`config.mk`:
```
export PLATFORM = sky130hd
export DESIGN_NAME = cobs_crc16_frame_receiver
export DESIGN_NICKNAME = d
export VERILOG_FILES = /design/src/rtl/cfr_pkg.sv /design/src/rtl/cfr_ctrl.sv /design/src/rtl/cfr_datapath.sv /design/src/rtl/cobs_crc16_frame_receiver.sv
export SDC_FILE = /design/constraint.sdc
export NUM_CORES = 2
export LEC_CHECK = 0
export BUFFER_PORTS_ARGS = -buffer_cell sky130_fd_sc_hd__clkbuf_2
export CORE_ASPECT_RATIO = 2
export CORE_MARGIN = 4
export CORE_UTILIZATION = 35
export CTS_BUF_LIST = sky130_fd_sc_hd__clkbuf_8
export DETAILED_ROUTE_END_ITERATION = 10
export PLACE_DENSITY = 0.56
export RECOVER_POWER = 25
export SYNTH_ARGS = -nofsm -noshare
export SYNTH_HDL_FRONTEND = slang
export SYNTH_SLANG_ARGS = --single-unit
export TNS_END_PERCENT = 20
```
`constraint.sdc`:
```
create_clock -name i_clk -period 24.1 [get_ports i_clk]
set_clock_uncertainty 0.15 [all_clocks]
set_input_delay 2.41 -clock i_clk [delete_from_list [all_inputs] [get_ports i_clk]]
set_output_delay 2.41 -clock i_clk [all_outputs]
set_load 0.05 [all_outputs]
```
`src/rtl/cfr_pkg.sv`:
```
// shared constants, types and the crc step for the cobs frame receiver
`timescale 1ns / 1ps
package cfr_pkg;

    localparam int FRAME_BYTES   = 160;
    localparam int PAYLOAD_BYTES = 152;

    localparam int FILL_W = $clog2(FRAME_BYTES + 1);
    localparam int FA_W   = $clog2(FRAME_BYTES);
    localparam int PM_AW  = $clog2(2 * PAYLOAD_BYTES);
    localparam int SUM_W  = ((FILL_W > 8) ? FILL_W : 8) + 1;
    localparam int HDR_BYTES = 6;
    localparam int OVH_BYTES = 8;

    localparam logic [15:0] CRC_INIT = 16'hFFFF;
    localparam logic [15:0] CRC_POLY = 16'h1021;
    localparam logic [7:0]  CODE_MAX = 8'hFF;

    localparam logic [2:0] ST_OK     = 3'd0;
    localparam logic [2:0] ST_ACCEPT = 3'd1;
    localparam logic [2:0] ST_DROP   = 3'd2;
    localparam logic [2:0] ST_OVF    = 3'd3;
    localparam logic [2:0] ST_READ   = 3'd4;

    typedef struct packed {
        logic capture;
        logic disp;
        logic rd_res;
        logic start;
        logic eval;
        logic zero;
        logic fin;
        logic push;
    } t_cmd;

    typedef struct packed {
        logic act_read;
        logic rx_zero;
        logic fill_zero;
        logic bad_code;
        logic group_end;
        logic more;
        logic out_free;
    } t_sts;

    function automatic logic [15:0] crc_byte(input logic [15:0] crc, input logic [7:0] b);
        logic [15:0] c;
        c = crc ^ {b, 8'h00};
        for (int k = 0; k < 8; k++) begin
            c = c[15] ? ((c << 1) ^ CRC_POLY) : (c << 1);
        end
        return c;
    endfunction

endpackage

```
`src/rtl/cfr_ctrl.sv`:
```
// sequencer for the cobs frame receiver
`timescale 1ns / 1ps
module cfr_ctrl (
    input  logic          i_clk,
    input  logic          i_rst_n,
    input  logic          i_in_valid,
    output logic          o_in_ready,
    input  cfr_pkg::t_sts i_sts,
    output cfr_pkg::t_cmd o_cmd
);
    import cfr_pkg::*;

    typedef enum logic [8:0] {
        S_IDLE  = 9'b000000001,
        S_DISP  = 9'b000000010,
        S_RDRES = 9'b000000100,
        S_START = 9'b000001000,
        S_FETCH = 9'b000010000,
        S_EVAL  = 9'b000100000,
        S_ZERO  = 9'b001000000,
        S_FIN   = 9'b010000000,
        S_PUSH  = 9'b100000000
    } t_state;

    t_state r_state, n_state;

    always_ff @(posedge i_clk) begin
        if (!i_rst_n) begin
            r_state <= S_IDLE;
        end else begin
            r_state <= n_state;
        end
    end

    always_comb begin
        n_state = r_state;
        o_cmd   = '0;
        unique case (r_state)
            S_IDLE: begin
                o_cmd.capture = i_in_valid;
                if (i_in_valid) n_state = S_DISP;
            end
            S_DISP: begin
                o_cmd.disp = 1'b1;
                priority if (i_sts.act_read) n_state = S_RDRES;
                else if (!i_sts.rx_zero || i_sts.fill_zero) n_state = S_PUSH;
                else n_state = S_START;
            end
            S_RDRES: begin
                o_cmd.rd_res = 1'b1;
                n_state = S_PUSH;
            end
            S_START: begin
                o_cmd.start = 1'b1;
                n_state = S_FETCH;
            end
            S_FETCH: begin
                n_state = S_EVAL;
            end
            S_EVAL: begin
                o_cmd.eval = 1'b1;
                priority if (i_sts.bad_code) n_state = S_FIN;
                else if (i_sts.group_end) n_state = S_ZERO;
                else n_state = S_FETCH;
            end
            S_ZERO: begin
                o_cmd.zero = 1'b1;
                n_state = i_sts.more ? S_FETCH : S_FIN;
            end
            S_FIN: begin
                o_cmd.fin = 1'b1;
                n_state = S_PUSH;
            end
            S_PUSH: begin
                o_cmd.push = i_sts.out_free;
                if (i_sts.out_free) n_state = S_IDLE;
            end
            default: n_state = S_IDLE;
        endcase
    end

    assign o_in_ready = (r_state == S_IDLE);

endmodule

```
`src/rtl/cfr_datapath.sv`:
```
// buffers, cobs decode walk, crc check, latched frame fields and output register
`timescale 1ns / 1ps
module cfr_datapath (
    input  logic          i_clk,
    input  logic          i_rst_n,
    input  cfr_pkg::t_cmd i_cmd,
    output cfr_pkg::t_sts o_sts,
    input  logic          i_action,
    input  logic [7:0]    i_rx_byte,
    input  logic [7:0]    i_read_index,
    input  logic          i_cfg_valid,
    input  logic [7:0]    i_cfg_data,
    input  logic          i_out_ready,
    output logic          o_out_valid,
    output logic [2:0]    o_status,
    output logic [7:0]    o_message_type,
    output logic [15:0]   o_sequence_res,
    output logic [7:0]    o_payload_length,
    output logic [7:0]    o_read_data
);
    import cfr_pkg::*;

    logic [7:0] r_fmem [FRAME_BYTES];
    logic [7:0] r_pmem [2 * PAYLOAD_BYTES];

    logic              r_act;
    logic [7:0]        r_rx, r_idx, r_ver_cfg;
    logic [FILL_W-1:0] r_fill, r_rd, r_wr;
    logic [7:0]        r_mq, r_pq, r_rem;
    logic              r_ff, r_bad, r_bank;
    logic [15:0]       r_crc;
    logic [7:0]        r_p0, r_p1;
    logic [1:0]        r_pcnt;
    logic [7:0]        r_dver, r_dtype;
    logic [15:0]       r_dseq, r_dplen;
    logic [7:0]        r_type, r_len;
    logic [15:0]       r_seq;
    logic [2:0]        r_res_st;
    logic [7:0]        r_res_data;
    logic              r_ov;

    logic              emit_en;
    logic [7:0]        emit_b;
    logic [SUM_W-1:0]  code_end;
    logic              bad_now;
    logic [PM_AW-1:0]  wbase, rbase, pw_addr, pr_addr;
    logic [FILL_W-1:0] poff;
    logic              pw_en;
    logic              frame_ok;

    assign code_end = SUM_W'(r_rd) + SUM_W'(r_mq);
    assign bad_now  = (r_rem == 8'd0) && (code_end > SUM_W'(r_fill));

    assign o_sts.act_read  = r_act;
    assign o_sts.rx_zero   = (r_rx == 8'd0);
    assign o_sts.fill_zero = (r_fill == '0);
    assign o_sts.bad_code  = bad_now;
    assign o_sts.group_end = (r_rem == 8'd0) ? (r_mq == 8'd1) : (r_rem == 8'd1);
    assign o_sts.more      = (r_rd < r_fill);
    assign o_sts.out_free  = !r_ov || i_out_ready;

    // decoded byte stream
    always_comb begin
        emit_en = 1'b0;
        emit_b  = 8'd0;
        if (i_cmd.eval && r_rem != 8'd0) begin
            emit_en = 1'b1;
            emit_b  = r_mq;
        end else if (i_cmd.zero && !r_ff && (r_rd < r_fill)) begin
            emit_en = 1'b1;
        end
    end

    assign wbase   = r_bank ? PM_AW'(0) : PM_AW'(PAYLOAD_BYTES);
    assign rbase   = r_bank ? PM_AW'(PAYLOAD_BYTES) : PM_AW'(0);
    assign poff    = r_wr - FILL_W'(HDR_BYTES);
    assign pw_en   = emit_en && (r_wr >= FILL_W'(HDR_BYTES))
                     && (poff < FILL_W'(PAYLOAD_BYTES));
    assign pw_addr = wbase + PM_AW'(poff);
    assign pr_addr = (r_idx < r_len) ? (rbase + PM_AW'(r_idx)) : rbase;

    assign frame_ok = !r_bad && (r_wr >= FILL_W'(OVH_BYTES))
                      && (17'(r_wr) == 17'(r_dplen) + 17'(OVH_BYTES))
                      && (r_dplen <= 16'(PAYLOAD_BYTES))
                      && (r_dver == r_ver_cfg)
                      && (r_crc == {r_p1, r_p0});

    // memories
    always_ff @(posedge i_clk) begin
        if (i_cmd.disp && !r_act && r_rx != 8'd0 && r_fill < FILL_W'(FRAME_BYTES)) begin
            r_fmem[r_fill[FA_W-1:0]] <= r_rx;
        end
        r_mq <= r_fmem[r_rd[FA_W-1:0]];
        if (pw_en) r_pmem[pw_addr] <= emit_b;
        r_pq <= r_pmem[pr_addr];
    end

    always_ff @(posedge i_clk) begin
        if (!i_rst_n) begin
            r_ver_cfg <= 8'd2;
            r_fill    <= '0;
            r_bank    <= 1'b0;
            r_type    <= 8'd0;
            r_seq     <= 16'd0;
            r_len     <= 8'd0;
            r_ov      <= 1'b0;
        end else begin
            if (i_cfg_valid) r_ver_cfg <= i_cfg_data;
            if (i_cmd.disp && !r_act && r_rx != 8'd0) begin
                if (r_fill < FILL_W'(FRAME_BYTES)) r_fill <= r_fill + 1'b1;
                else r_fill <= '0;
            end
            if (i_cmd.fin) begin
                r_fill <= '0;
                if (frame_ok) begin
                    r_type <= r_dtype;
                    r_seq  <= r_dseq;
                    r_len  <= r_dplen[7:0];
                    r_bank <= ~r_bank;
                end
            end
            if (i_cmd.push) r_ov <= 1'b1;
            else if (i_out_ready) r_ov <= 1'b0;
        end
    end

    // item capture, walk state and pending result
    always_ff @(posedge i_clk) begin
        if (i_cmd.capture) begin
            r_act <= i_action;
            r_rx  <= i_rx_byte;
            r_idx <= i_read_index;
        end
        if (i_cmd.disp) begin
            r_res_data <= 8'd0;
            if (!r_act && r_rx != 8'd0 && r_fill >= FILL_W'(FRAME_BYTES)) r_res_st <= ST_OVF;
            else r_res_st <= ST_OK;
        end
        if (i_cmd.rd_res) begin
            r_res_st   <= ST_READ;
            r_res_data <= (r_idx < r_len) ? r_pq : 8'd0;
        end
        if (i_cmd.start) begin
            r_rd   <= '0;
            r_wr   <= '0;
            r_rem  <= 8'd0;
            r_ff   <= 1'b0;
            r_bad  <= 1'b0;
            r_crc  <= CRC_INIT;
            r_pcnt <= 2'd0;
        end
        if (i_cmd.eval) begin
            if (r_rem == 8'd0) begin
                if (bad_now) begin
                    r_bad <= 1'b1;
                end else begin
                    r_rem <= r_mq - 8'd1;
                    r_ff  <= (r_mq == CODE_MAX);
                    r_rd  <= r_rd + 1'b1;
                end
            end else begin
                r_rem <= r_rem - 8'd1;
                r_rd  <= r_rd + 1'b1;
            end
        end
        if (emit_en) begin
            unique case (r_wr)
                FILL_W'(0): r_dver        <= emit_b;
                FILL_W'(1): r_dtype       <= emit_b;
                FILL_W'(2): r_dseq[7:0]   <= emit_b;
                FILL_W'(3): r_dseq[15:8]  <= emit_b;
                FILL_W'(4): r_dplen[7:0]  <= emit_b;
                FILL_W'(5): r_dplen[15:8] <= emit_b;
                default: ;
            endcase
            if (r_pcnt == 2'd2) r_crc <= crc_byte(r_crc, r_p0);
            else r_pcnt <= r_pcnt + 2'd1;
            r_p0 <= r_p1;
            r_p1 <= emit_b;
            r_wr <= r_wr + 1'b1;
        end
        if (i_cmd.fin) begin
            r_res_st   <= frame_ok ? ST_ACCEPT : ST_DROP;
            r_res_data <= 8'd0;
        end
        if (i_cmd.push) begin
            o_status         <= r_res_st;
            o_read_data      <= r_res_data;
            o_message_type   <= r_type;
            o_sequence_res   <= r_seq;
            o_payload_length <= r_len;
        end
    end

    assign o_out_valid = r_ov;

endmodule

```
`src/rtl/cobs_crc16_frame_receiver.sv`:
```
// top level of the cobs frame receiver with crc-16 check
// a line byte passes the dispatch and push states and a read also the result read state, set by the sequencer;
//   the input is taken again in the cycle after the result is loaded
// a delimiter ending a frame walks its stored bytes through the fetch and eval states, with
//   a zero step per cobs group, paced by the one read port of the frame buffer
// one item at a time; a new item is taken while the previous result waits
// synchronous active-low reset: buffer empty, latched fields zero, version 2
`timescale 1ns / 1ps
module cobs_crc16_frame_receiver (
    input  logic        i_clk,
    input  logic        i_rst_n,
    input  logic        i_in_valid,
    output logic        o_in_ready,
    input  logic        i_action,
    input  logic [7:0]  i_rx_byte,
    input  logic [7:0]  i_read_index,
    output logic        o_out_valid,
    input  logic        i_out_ready,
    output logic [2:0]  o_status,
    output logic [7:0]  o_message_type,
    output logic [15:0] o_sequence_res,
    output logic [7:0]  o_payload_length,
    output logic [7:0]  o_read_data,
    input  logic        i_cfg_valid,
    output logic        o_cfg_ready,
    input  logic [7:0]  i_cfg_data
);
    import cfr_pkg::*;

    t_cmd cmd;
    t_sts sts;

    // config writes are always taken
    assign o_cfg_ready = 1'b1;

    // sequencer: dispatch, decode walk, result push
    cfr_ctrl u_ctrl (
        .i_clk      (i_clk),
        .i_rst_n    (i_rst_n),
        .i_in_valid (i_in_valid),
        .o_in_ready (o_in_ready),
        .i_sts      (sts),
        .o_cmd      (cmd)
    );

    // buffers, decode, crc and output register
    cfr_datapath u_dp (
        .i_clk            (i_clk),
        .i_rst_n          (i_rst_n),
        .i_cmd            (cmd),
        .o_sts            (sts),
        .i_action         (i_action),
        .i_rx_byte        (i_rx_byte),
        .i_read_index     (i_read_index),
        .i_cfg_valid      (i_cfg_valid),
        .i_cfg_data       (i_cfg_data),
        .i_out_ready      (i_out_ready),
        .o_out_valid      (o_out_valid),
        .o_status         (o_status),
        .o_message_type   (o_message_type),
        .o_sequence_res   (o_sequence_res),
        .o_payload_length (o_payload_length),
        .o_read_data      (o_read_data)
    );

endmodule

```
; ---- After elaboration in Yosys (flattened, before gate mapping)
; Memory sizes are Yosys's and may differ from the RTL's. A register that Yosys moved wholly into a read port is not among the register bits.
; Index checks and enable logic that the tools add are counted.
; W data, S select, Z words.
[totals]
mem_bits_rw = 3712
wordCells = 202
reg_bits = 238
latchBits = 0
memories = 2
romBits = 0
[classes]
n_addsub = 11
n_div = 0
mul = 0
magnitude_cmp = 9
eq_ne = 23
muxes = 70
n_shift = 0
bitwise_logic = 11
n_reduce_logical = 43
[memory_table]
columns = memory, words, word_bits, rd, rd_clocked_by_memory_dff, write_ports, line
row1 = u_dp.r_pmem, 304, 8, 1, 1, 1, cfr_datapath.sv:24  ; logic [7:0] r_pmem [2 * PAYLOAD_BYTES];
row2 = u_dp.r_fmem, 160, 8, 1, 1, 1, cfr_datapath.sv:23  ; logic [7:0] r_fmem [FRAME_BYTES];
[ops]
columns = cell, count
row1 = $mux W8, 19
row2 = $mux W13, 8
row3 = $pmux W9 S8, 1
row4 = $mux W16, 3
row5 = $mux W9, 5
row6 = $logic_not A8 Y1, 4
row7 = $mux W1, 25
row8 = $add A8 B1 Y8 const B, 3
row9 = $eq A8 B1 Y1 const B, 3
row10 = $not A3 Y3, 8
row11 = $add A9 B8 Y9, 2
row12 = $add A16 B4 Y17 const B, 1
row13 = $eq A8 B17 Y1, 1
row14 = $eq A16 B16 Y1, 1
row15 = $eq A8 B2 Y1 const B, 2
row16 = $eq A8 B3 Y1 const B, 2
row17 = $le A16 B8 Y1 const B, 1
row18 = $logic_and A1 B1 Y1, 16
row19 = $lt A8 B8 Y1, 2
row20 = $lt A8 B8 Y1 const B, 2
row21 = $reduce_and A2 Y1, 8
row22 = $reduce_bool A8 Y1, 2
row23 = $sub A8 B1 Y8 const B, 2
row24 = $xor A16 B16 Y16, 1
row25 = other kinds (30), 45

; ---- Depth between registers and ports, before layout
[logic_depth]
ltp_word = 19
mapped_depth = 22
depth_no_buf = 18

; ---- Hierarchy
; From an unflattened synthesis, not the netlist that was laid out.
[hier_totals]
cells_unflattened = 9472
area_unflattened_um2 = 159340.3
[modules_own_cells]
columns = module, cells_per_inst, seq_area_each_um2, area_per_inst_um2, n_inst
row1 = cfr_datapath, 9406, 117722.9, 158774.8, 1
row2 = cfr_ctrl, 64, 180.2, 554.3, 1
row3 = cobs_crc16_frame_receiver, 2, 0.0, 11.3, 1

; ---- Worst setup path after synthesis
; Ideal clock, no wire load.
[synth_timing]
kind = reg2reg
startpoint = reg u_ctrl.r_state[8]
endpoint = reg u_dp.r_dplen[0], data pin
t_required_ns = 22.302
period_less_slack_ns = 10.470
arrival_ns = 8.671
setup_ns = 1.648
setup_slack_ns = 13.630
path_stages_with_launch = 6
path_cell_list = dfxtp_1 > nor4_2 > nand4b_1 > or2_2 > clkbuf_1 > nor2_1
[synth_between]
elab_chain_cells = 4
[synth_rtl]
columns = element, line
row1 = "start, declared", cfr_ctrl.sv:25  ; t_state r_state, n_state;
row2 = "start signal, assigned", cfr_ctrl.sv:31  ; r_state <= n_state;
row3 = $eq A9 B6 Y1, cfr_ctrl.sv:38  ; unique case (r_state)
row4 = $mux W1, cfr_ctrl.sv:38
row5 = $logic_and A1 B1 Y1, cfr_datapath.sv:66  ; if (i_cmd.eval && r_rem != 8'd0) begin
row6 = $mux W8, cfr_datapath.sv:66
row7 = net u_dp.emit_b[0], cfr_datapath.sv:43  ; logic [7:0] emit_b;
row8 = "end signal, assigned", cfr_datapath.sv:172  ; FILL_W'(4): r_dplen[7:0] <= emit_b;
row9 = "end, declared", cfr_datapath.sv:35  ; logic [15:0] r_dseq, r_dplen;
; The timed path passes the listed nets, and every way through them passes these cells.
; A chain may end at the register's enable or synchronous reset.

; ---- Final worst setup path
[layout_timing]
startpoint = reg u_ctrl.r_state[8]
endpoint = mem u_dp.r_pmem[267][0], data pin
[layout_between]
elab_chain_cells = 4
[layout_rtl]
columns = element, line
row1 = $eq A9 B6 Y1, cfr_ctrl.sv:38
row2 = $mux W1, cfr_ctrl.sv:38
row3 = $logic_and A1 B1 Y1, cfr_datapath.sv:66
row4 = $mux W8, cfr_datapath.sv:66
row5 = net u_dp.emit_b[0], cfr_datapath.sv:43
row6 = "end, declared", cfr_datapath.sv:24
; The timed path passes the listed nets, and every way through them passes these cells.

==> impl_metrics.csv <==
group,metric,value,unit
outcome,status,"complete, but fails checks",
outcome,violations,"max-capacitance violations, max-slew violations",
floorplanning,initial_core_util,0.3514,
detailed_routing,route.detailed.drc,0,
clock_tree,ctsResizeCount,0,
clock_tree,path_clk_slew,0.07,ns
timing,finalWorstSetupSlack,11.09,ns
yosys,yosysMostFrequentCell,"edfxtp_1",
global_routing,grt_overflow,0,
yosys,ys_ff_latch,3966,
place,dp_hpwl,342400,um
place,dp_slack,17.02,ns
timing,hold_slack,0.2753,ns
pwr,total_power,0.01341,W
floorplanning,fp.dieArea,0.4600,mm2
clock_tree,clockBufferDepth,4,
setup_path,arrival,13.54,ns
clock_tree,cts_tree,"done",
cells_and_area,fin_nets,9734,
global_routing,grt_pass1_wl,734600,um
timing,period_share,0.5399,
yosys,synthCells,9293,
yosys,seq_area_frac_synth,0.7510,
floorplanning,die_h,955.2,um
setup_path,cp-start-kind,"register",
timing,slew_headroom,-5.889,
detailed_routing,detailroute.via_count,91431,
setup_path,critPathCaptureType,"register",
job,cap_violations,31,
yosys,netlist_area,0.1570,mm2
floorplanning,ioPinCount,76,
timing,rsz0062_at_grt,"false",
place,io_buffers,74,
timing,fin_crit,13.01,ns
cells_and_area,regArea,0.1179,mm2
timing,finalSetupViolations,0,
setup_path,worstSetupPathType,"reg -> reg",
global_routing,grt_max_degree,188,
yosys,synth_cell_types,91,
cells_and_area,utilization,0.3935,
global_routing,grt_pass1_vias,93659,
clock_tree,clock_latency,1.13,ns
clock_tree,htree_num_levels,6,
yosys,synth-edff-count,3847,
cells_and_area,multi_input_area,0.03672,mm2
yosys,yosysTopAreaCell,"edfxtp_1",
clock_tree,cts_root_buffer,"clkbuf_8",
yosys,ys_top_cells_by_count,"3,847 x edfxtp_1, 793 x nand2_1, 599 x mux2i_1",
timing,fin_setup_tns,0,ns
timing,fmax,0.07685,GHz
detailed_routing,wire_per_inst,33.04,um
yosys,synth_nets,9379,
cells_and_area,area_delta_synth_final,11.96,%
yosys,yosysWarnings,0,
worst_hold_path,hold_path_class,"reg -> reg",
floorplanning,die_w,481.6,um
yosys,avgSynthCellArea,16.89,um2
clock_tree,numCtsBuffers,565,
clock_tree,cts_setup_buffers,0,
clock_tree,cts_num_sinks,3966,
detailed_routing,vias_per_cell,5.702,
cells_and_area,nFillCells,40447,
floorplanning,design.core.area,0.4468,mm2
yosys,synthTopCellsByArea,"edfxtp_1 74%, mux4_2 6.5%, mux2i_1 3.8%, nand2_1 1.9%, dfxtp_1 1.5%",
detailed_routing,drt_first_pass_iters,8,
yosys,ys.flop_type,"edfxtp_1",
pwr,power.density,76.29,mW/mm2
yosys,yosysTopAreaCellShare,0.7358,
pwr,peakVddDrop,0.04289,mV
clock_tree,hold_buffers,0,
global_routing,antenna_found_initial,28,
place,gp_congestion,0.9767,
global_routing,grtUsageTotal,0.2252,
detailed_routing,finalWirelength,529700,um
setup_path,cp_max_fo,187,
detailed_routing,drt_iter0_markers,9901,
floorplanning,row_count,347,
cells_and_area,drive_above_1_share,0.1669,
timing,tightest_slew,10.33,ns
setup_path,cp.required,24.63,ns
pwr,p_leak,51.63,nW
timing,finalHoldViolations,0,
setup_path,reg2reg_setup_slack,11.09,ns
yosys,async_reset_ff_frac,0,
timing,final_max_slew_viol_count,2056,
detailed_routing,ant_nets,0,
[state kept, by name, indices dropped and copies added, names as in the netlist, 9 cells and up]
name,count
u_dp.r_fmem,1280
u_ctrl.r_state,9
u_dp.o_sequence_res,16
u_dp.r_dseq,16
u_dp.r_crc,16
u_dp.r_dplen,16
u_dp.r_seq,16
u_dp.r_pmem,2432
[layout make-up]
type,count,area share
inverter,44,0.0009395
sequential,3966,0.6708
antenna,35,0.0004982
multi-input combinational,4673,0.2089
timing repair buffer,398,0.01635
tap,5933,0.04223
clock inverter,406,0.01486
clock buffer,580,0.04541
[cell families after synthesis]
family / Yosys count / synth area share
other: 1 / 0.00002389
AOI/OAI and AO/OA: 1304 / 0.05508
muxes: 1083 / 0.1053
and+or+nand+nor: 2141 / 0.06148
buffers and inverters: 654 / 0.01760
xor gates and xnor gates: 88 / 0.004909
DFF: 3966 / 0.7510
adders and majority gates: 56 / 0.004606
[metal layers]
metal	part of all wire	vias to the layer above	global-route usage
li1	-	37736	-
met1	0.31	46961	0.2244
met2	0.52	5027	0.4019
met3	0.067	1701	0.03809
met4	0.10	6	0.1962
met5	0.000076	-	0
[final timing paths]
| kind | startpoint | endpoint | cells after the start |
|---|---|---|---|
| worst min register to register | u_dp.r_res_st[0] | u_dp.o_status[0] | 0 |
| worst max register to register | u_ctrl.r_state[8] | u_dp.r_pmem[267][0] | 7 |
| worst min-delay path | u_dp.r_res_st[0] | u_dp.o_status[0] | 0 |
| worst max-delay path | u_ctrl.r_state[8] | u_dp.r_pmem[267][0] | 7 |
[stage by stage]
step | instances | cell area, um2
after floorplan | 9293 | 157000
after global placement | 15005 | 165200
after detailed placement | 15009 | 165200
after CTS | 15995 | 175800
after global routing | 16010 | 175700
final | 16035 | 175800
[cells in the final DEF, fill, tap and decap left out, types with 30 or more instances in the layout]
cell type	Yosys	final
a221oi_1	49	49
o221ai_1	64	64
clkinv_2	0	65
o211ai_1	56	56
a21oi_1	392	390
ha_1	53	51
nand4_1	36	36
nor4_1	78	78
o21ai_0	171	170
clkbuf_8	0	580
nor2b_1	58	57
mux4_2	452	452
dfxtp_1	119	114
inv_1	41	179
mux2_2	32	32
a221o_1	55	55
xnor2_1	58	58
edfxtp_1	3847	3847
a31oi_1	42	42
clkbuf_2	0	66
o22ai_1	189	189
buf_4	2	285
mux2i_1	599	599
diode_2	0	35
nand2_1	793	781
a211oi_1	56	50
nor3_1	372	361
xor2_1	30	30
nor2_1	469	454
and3_1	32	32
clkinv_1	0	123
nand3_1	191	187
[power by group]
part / leakage, nW / switching [W] / internal (W) / total, W
registers: 30.3 / 0.00000704 / 0.00751 / 0.00751
clock network: 5.92 / 0.00266 / 0.00256 / 0.00522
logic: 15.4 / 0.000520 / 0.000159 / 0.000679
[worst max-delay path, cell delays in order (launching register included)]
cell and delay, ns:
dfxtp_1 0.35, nor4_1 0.67, nand4b_1 0.49, or2_0 0.86, nor2_4 0.23, clkbuf_1 6.98, buf_4 1.38, buf_4 0.87
Note: power is estimated with default switching activity, not from simulation.
